**src/hdl/multilevel_feedback_dispatcher_macros.svh**
```systemverilog
// Assertion macros used by the dispatcher back end.
`ifndef MULTILEVEL_FEEDBACK_DISPATCHER_MACROS_SVH
`define MULTILEVEL_FEEDBACK_DISPATCHER_MACROS_SVH

// Checked on every clock edge outside reset.
`define MFD_CHECK(name, prop, msg) \
  name: assert property (@(posedge clk) disable iff (!rst_n) prop) else $error(msg);

// Checked on every clock edge, reset included.
`define MFD_CHECK_RST(name, prop, msg) \
  name: assert property (@(posedge clk) prop) else $error(msg);

`endif

```
**src/hdl/mfd_pkg.sv**
```systemverilog
`default_nettype none

package mfd_pkg;

  localparam int QUEUE_DEPTH_DEF = 64;
  localparam int LEVELS_DEF      = 4;

  localparam int CFG_IDX_W  = 3;
  localparam int CFG_DATA_W = 10;

  localparam logic [CFG_IDX_W-1:0] CFG_TOTAL_PRINTERS = 3'd0;
  localparam logic [CFG_IDX_W-1:0] CFG_TOTAL_SCANNERS = 3'd1;
  localparam logic [CFG_IDX_W-1:0] CFG_TOTAL_MODEMS   = 3'd2;
  localparam logic [CFG_IDX_W-1:0] CFG_TOTAL_DRIVES   = 3'd3;
  localparam logic [CFG_IDX_W-1:0] CFG_USER_MEM_LIMIT = 3'd4;
  localparam logic [CFG_IDX_W-1:0] CFG_QUANTUM        = 3'd5;

  typedef enum logic {
    CMD_ENQUEUE  = 1'b0,
    CMD_DISPATCH = 1'b1
  } cmd_t;

  typedef enum logic [2:0] {
    ST_ENQUEUED       = 3'd0,
    ST_QUEUE_FULL     = 3'd1,
    ST_NONE_WAITING   = 3'd2,
    ST_COMPLETED      = 3'd3,
    ST_DEMOTED        = 3'd4,
    ST_REJECTED       = 3'd5,
    ST_REQUEUE_DROPPED = 3'd6
  } status_t;

  typedef enum logic {
    BK_IDLE    = 1'b0,
    BK_RESOLVE = 1'b1
  } back_state_t;

  typedef struct packed {
    cmd_t        cmd;
    logic [15:0] arrival;
    logic [1:0]  level;
    logic [15:0] run_time;
    logic [9:0]  mem_request;
    logic [2:0]  want_printers;
    logic [2:0]  want_scanners;
    logic [2:0]  want_modems;
    logic [2:0]  want_drives;
  } in_req_t;

  typedef struct packed {
    status_t     status;
    logic [15:0] job_arrival;
    logic [1:0]  job_level;
    logic [15:0] job_remaining;
    logic [9:0]  job_memory;
    logic [2:0]  job_printers;
    logic [2:0]  job_scanners;
    logic [2:0]  job_modems;
    logic [2:0]  job_drives;
  } out_res_t;

  // One stored job record, 54 bits.
  typedef struct packed {
    logic [15:0] arrival;
    logic [15:0] run_time;
    logic [9:0]  mem;
    logic [2:0]  prn;
    logic [2:0]  scn;
    logic [2:0]  mdm;
    logic [2:0]  drv;
  } job_rec_t;

  localparam int JOB_W = $bits(job_rec_t);

  // Classified request as it waits between front and back.
  typedef struct packed {
    cmd_t       cmd;
    logic [1:0] level;
    job_rec_t   job;
  } q_req_t;

  typedef struct packed {
    logic [2:0] total_printers;
    logic [2:0] total_scanners;
    logic [2:0] total_modems;
    logic [2:0] total_drives;
    logic [9:0] user_memory_limit;
    logic [7:0] quantum;
  } cfg_t;

endpackage

`default_nettype wire

```
**src/hdl/mfd_front.sv**
```systemverilog
`default_nettype none

module mfd_front #(
  parameter int LEVELS = mfd_pkg::LEVELS_DEF
) (
  input  wire logic             clk,
  input  wire logic             rst_n,
  input  wire logic             start,
  output logic                  busy,
  input  wire mfd_pkg::in_req_t in_req,
  output logic                  q_valid,
  output mfd_pkg::q_req_t       q_req,
  input  wire logic             q_pop
);

  mfd_pkg::q_req_t ent_r [2];
  mfd_pkg::q_req_t cls;
  logic            wr_ptr_r, wr_ptr_nxt;
  logic            rd_ptr_r, rd_ptr_nxt;
  logic [1:0]      cnt_r, cnt_nxt;
  logic            push;

  // Classify: clamp the level to the deepest level and repack the job.
  always_comb begin
    cls.cmd          = in_req.cmd;
    cls.level        = in_req.level;
    if (int'(in_req.level) > LEVELS - 1) begin
      cls.level = 2'(LEVELS - 1);
    end
    cls.job.arrival  = in_req.arrival;
    cls.job.run_time = in_req.run_time;
    cls.job.mem      = in_req.mem_request;
    cls.job.prn      = in_req.want_printers;
    cls.job.scn      = in_req.want_scanners;
    cls.job.mdm      = in_req.want_modems;
    cls.job.drv      = in_req.want_drives;
  end

  assign busy    = (cnt_r == 2'd2);
  assign push    = start && !busy;
  assign q_valid = (cnt_r != 2'd0);
  assign q_req   = ent_r[rd_ptr_r];

  always_comb begin
    wr_ptr_nxt = push ? !wr_ptr_r : wr_ptr_r;
    rd_ptr_nxt = q_pop ? !rd_ptr_r : rd_ptr_r;
    cnt_nxt    = cnt_r + 2'(push) - 2'(q_pop);
  end

  always_ff @(posedge clk) begin
    if (!rst_n) begin
      wr_ptr_r <= 1'b0;
      rd_ptr_r <= 1'b0;
      cnt_r    <= 2'd0;
    end else begin
      wr_ptr_r <= wr_ptr_nxt;
      rd_ptr_r <= rd_ptr_nxt;
      cnt_r    <= cnt_nxt;
    end
  end

  always_ff @(posedge clk) begin
    if (push) begin
      ent_r[wr_ptr_r] <= cls;
    end
  end

endmodule

`default_nettype wire

```
**config.mk**
```make
export PLATFORM = sky130hd
export DESIGN_NAME = mfd_front
export DESIGN_NICKNAME = d
export VERILOG_FILES = /design/src/hdl/multilevel_feedback_dispatcher_macros.svh /design/src/hdl/mfd_pkg.sv /design/src/hdl/mfd_front.sv
export SDC_FILE = /design/constraint.sdc
export NUM_CORES = 1
export LEC_CHECK = 0
export ABC_AREA = 1
export BUFFER_PORTS_ARGS = -buffer_cell sky130_fd_sc_hd__buf_4
export CAP_MARGIN = 10
export CORE_MARGIN = 2
export CORE_UTILIZATION = 52
export CTS_CLUSTER_DIAMETER = 50
export DETAILED_ROUTE_END_ITERATION = 10
export GPL_TIMING_DRIVEN = 1
export PLACE_DENSITY = 0.78
export RECOVER_POWER = 50
export SLEW_MARGIN = 20
export SYNTH_ARGS = -nofsm -noshare
export SYNTH_HDL_FRONTEND = slang
export SYNTH_SLANG_ARGS = --single-unit
export TNS_END_PERCENT = 100
```
**constraint.sdc**
```tcl
create_clock -name clk -period 4.7 [get_ports clk]
set_input_delay 0.94 -clock clk [delete_from_list [all_inputs] [get_ports clk]]
set_output_delay 0.94 -clock clk [all_outputs]
set_load 0.05 [all_outputs]
```
======== After elaboration in Yosys (flattened, before gate mapping) ========
Memory sizes are Yosys's and may differ from the RTL's. A register that Yosys moved wholly into a read port is not among the register bits.
Cells that the tools add are included.
storage, ports and cells
  bits in registers ....................... 4
  bits in latches ......................... 0
  memory bits (writable) .................. 114
  ROM bits ................................ 0
  input port bits ......................... 61
  output and inout bits ................... 59
  logic and storage cells ................. 16
  memories kept ........................... 1
memory list
  memory  depth  width  rd ports  clocked after memory_dff  write ports  line             source
  ent_r   2      57     1         1                         1            mfd_front.sv:16  mfd_pkg::q_req_t ent_r [2];
cells by class
  add/subtract/negate cells ............... 2
  multipliers ............................. 0
  div/mod/pow operators ................... 0
  magnitude comparators ................... 0
  equal/unequal tests ..................... 1
  shift operators ......................... 0
  muxes and demuxes ....................... 4
  bitwise logic cells ..................... 0
  reduce and logical (&&, ||, !) cells .... 5
operators with widths
  operator              count
  $mux W1               4
  $logic_not A1 Y1      3
  $add A2 B1 Y2         1
  $eq A2 B2 Y1 const B  1
  $reduce_bool A2 Y1    1
  $sub A2 B1 Y2         1
  $logic_and A1 B1 Y1   1

======== Longest topological paths before layout ========
  depth in word-level cells ............... 5
  depth in mapped cells ................... 11
  gate-level depth less buffers ........... 11

======== Least setup slack after synthesis ========
No wires, ideal clock.
  path type ............................... input to register
  start ................................... input port start
  end ..................................... memory ent_r[0][0] in the netlist's numbering, enable pin
  setup time .............................. 0.472 ns
  data arrival time ....................... 3.394 ns
  required time ........................... 4.228 ns
  setup slack ............................. 0.834 ns
  stages .................................. 2
  path buffers ............................ 0
  cells stage by stage .................... nand2_1 -> nor2_1
between the ends
  cells in the longest elaborated chain, start to end .. 3
RTL lines
  item                           line             source
  start, declared                mfd_front.sv:8   input wire logic start,
  $logic_and A1 B1 Y1            mfd_front.sv:40  assign push = start && !busy;
  $mux W1                        mfd_front.sv:63  if (push) begin
  $mux W1 (implied by the code)  mfd_front.sv:64  ent_r[wr_ptr_r] <= cls;
  end, declared                  mfd_front.sv:16
No other way between the ends.

==> impl_metrics.env <==
export IMPL_status="finished clean"
export IMPL_setup_viol=0
export IMPL_synth_top_area_cell="edfxtp_1"
export IMPL_start_util_pct=54.1
export IMPL_cts_setup_buffers=0
export IMPL_wl_um=7320
export IMPL_wl_met1_um=3170
export IMPL_slew_headroom_pct=34.2
export IMPL_syn_avg_cell_area_sq_um=21.2
export IMPL_cts_tree="done"
export IMPL_grt_ovfl_total=0
export IMPL_drive_gt1_share_pct=51.7
export IMPL_cp_max_fo=57
export IMPL_ys_seq_area_share_pct=78.9
export IMPL_nNetsFinal=408
export IMPL_place_hpwl_um=4720
export IMPL_clock_sinks=119
export IMPL_die_area_sq_mm=0.00934
export IMPL_fin_skew_ns=0.00497
export IMPL_synth_edf_count=114
export IMPL_die_h_um=96.7
export IMPL_critPathTopFamily="flip-flops"
export IMPL_finalWorstSetupSlack_ns=1.68
export IMPL_seqPwrFrac_pct=44.3
export IMPL_clkPwrFrac_pct=37.8
export IMPL_worst_pin_slew_ns=0.985
export IMPL_cellLeakagePower_nw=2.28
export IMPL_dr_wl_met3_um=517
export IMPL_grt_setup_unrepaired="false"
export IMPL_clk_pin_slew_ns=0.05
export IMPL_crit_path_max_incr_delay_ns=0.95
export IMPL_antenna_found_initial=0
export IMPL_wl_per_cell_um=15.8
export IMPL_synth_fp_nets=274
export IMPL_drc=0
export IMPL_fin_tns_setup_ns=0
export IMPL_fin_crit_ns=3.02
export IMPL_p_sw_share_pct=27.3
export IMPL_slowest_stage="dfxtp_4"
export IMPL_powerDensity_mw_per_mm2=500
export IMPL_cts_buffers=17
export IMPL_ys_warn_count=0
export IMPL_critical_path_buf_inv_count=1
export IMPL_hold_viol=0
export IMPL_max_freq_ghz=0.331
export IMPL_drt_iter0_drc=152
export IMPL_hp_class="flop to flop"
export IMPL_finalCritPeriodShare_pct=64.2
export IMPL_critical_path_class="flop to primary output"
export IMPL_power_frac_comb_pct=17.9
export IMPL_clk_insertion_delay_late_ns=0.49
export IMPL_worstPathArrival_ns=2.08
export IMPL_vias=2285
export IMPL_place_gp_congestion=0.704
export IMPL_p_sw_mw=0.806
export IMPL_grt_pass1_vias=2431
export IMPL_cts_root_buf="clkbuf_8"
export IMPL_n_antenna_cell=0
export IMPL_topRoutingLayerUsed="met4"
export IMPL_syn_inst=211
export IMPL_worstPathRequired_ns=3.76
export IMPL_synth_flop_cell="edfxtp_1"
export IMPL_synth_top_area_share_pct=76.7
export IMPL_ir_worst_vdd_v=0.000296
export IMPL_htreeDepth=4
export IMPL_synth_area_sq_mm=0.00446
export IMPL_std_cell_rows=33
export IMPL_io_buffer_count=119
export IMPL_grt_max_degree=58
export IMPL_viasPerCell=4.94
export IMPL_cts_buffer_depth=2
export IMPL_track_usage_pct=16.1
export IMPL_internal_power_mw=2.15
export IMPL_ys_ff_latch=119
export IMPL_synth_area_leaders="edfxtp_1, mux2_4, mux2_2"
export IMPL_path_cells="mux2_2, buf_4"
export IMPL_ant_nets=0
export IMPL_holdBufCountCts=0
export IMPL_postCtsResizedCells=0
export IMPL_syn_to_final_growth_pct=32.1
export IMPL_yosysMostFrequentCell="edfxtp_1"
export IMPL_dp_slack_ns=1.93
export IMPL_synthArstFlopShare_pct=0
export IMPL_wl_met2_um=3610
export IMPL_end_kind="primary output"
export IMPL_grt_pass1_wl_um=11600
export IMPL_core_area_sq_mm=0.00826
export IMPL_drv_slew=0
export IMPL_crit_path_start_kind="flop"
export IMPL_die_width_um=96.7
export IMPL_ys_types=12
export IMPL_maxCapViolations=0
export IMPL_firstDrtPassIters=4
export IMPL_pin_count=120
export IMPL_synth_common_cells="edfxtp_1, mux2_4, mux2_2"
-- worst paths after layout --
| path | depth (start not counted) | slack, ns | start | endpoint |
|---|---|---|---|---|
| hold reg to reg | 2 | 0.50 | rd_ptr_r | flop |
| setup reg to reg | 5 | 2.47 | cnt_r[0] | ent_r[1][3] |
| hold / removal | 2 | 0.50 | rd_ptr_r | flop |
| setup / recovery | 2 | 1.68 | flop | q_req[4] |
-- cell usage in the layout (no fill, tap or decap) --
| cell type | netlist | final |
|---|---|---|
| a21oi_1 | 2 | 2 |
| buf_4 | 0 | 63 |
| bufinv_16 | 0 | 1 |
| clkbuf_1 | 0 | 25 |
| clkbuf_16 | 0 | 16 |
| clkbuf_4 | 0 | 34 |
| clkbuf_8 | 0 | 1 |
| clkinv_1 | 0 | 2 |
| clkinv_2 | 0 | 5 |
| clkinv_4 | 0 | 3 |
| clkinvlp_4 | 0 | 3 |
| dfxtp_1 | 5 | 4 |
| dfxtp_4 | 0 | 1 |
| edfxtp_1 | 114 | 114 |
| ha_1 | 2 | 2 |
| inv_1 | 7 | 7 |
| mux2_2 | 27 | 27 |
| mux2_4 | 30 | 30 |
| nand2_1 | 10 | 10 |
| nand3_1 | 2 | 2 |
| nor2_1 | 6 | 5 |
| nor2_4 | 0 | 1 |
-- registers in the layout, indices dropped and copies added (netlist names), named ones only --
register  cells
ent_r       114
cnt_r         2
rd_ptr_r      1
wr_ptr_r      1
-- layer usage --
layer | vias to the layer above | GRT usage, %
met2 | 83 | 25.8
met1 | 1111 | 19.8
met3 | 2 | 6.58
li1 | 1089 | -
met5 | - | 0
met4 | 0 | 6.18
-- kinds of logic after synthesis --
family	after synthesis	synth area share (%)
flops	119	78.9
buf+inv	13	1.82
fa+ha+maj	2	0.560
compound gates	2	0.224
simple gates	18	1.57
mux	57	16.9
-- worst reg2reg max path, delay by kind of cell (launching register included) --
| family | cells | cell delay, ns |
|---|---|---|
| buf+inv | 3 | 1.29 |
| flops | 1 | 0.33 |
| simple gates | 2 | 0.24 |
-- area by class of cell --
| cell class | count | area (sq um) |
|---|---|---|
| flip-flops and latches | 119 | 3530 |
| clock inverters | 14 | 111 |
| repair buffers | 121 | 818 |
| well taps | 105 | 131 |
| inverters | 7 | 26.3 |
| fillers | 553 | 2360 |
| multi-input cells | 79 | 867 |
| clock buffers | 18 | 418 |
-- metrics by stage --
stage	hold WS [ns]	cells	util (%)	total power, mW	cell area (sq um)
floorplan	0.463	211	-	1.70	4460
global placement	0.474	431	66.1	1.86	5460
detailed placement	0.485	431	66.1	1.87	5460
CTS	0.499	463	72.5	2.99	5990
global route	0.514	463	71.4	3.06	5900
finish	0.495	463	71.4	2.95	5900
-- power groups by stage --
stage	Clock, mW	Combinational [mW]	Sequential (mW)
floorplan	0	0.392	1.31
global placement	0	0.535	1.32
detailed placement	0	0.543	1.33
CTS	1.14	0.543	1.31
global route	1.19	0.554	1.32
finish	1.12	0.527	1.31
Note: power is estimated with default switching activity, not from simulation.
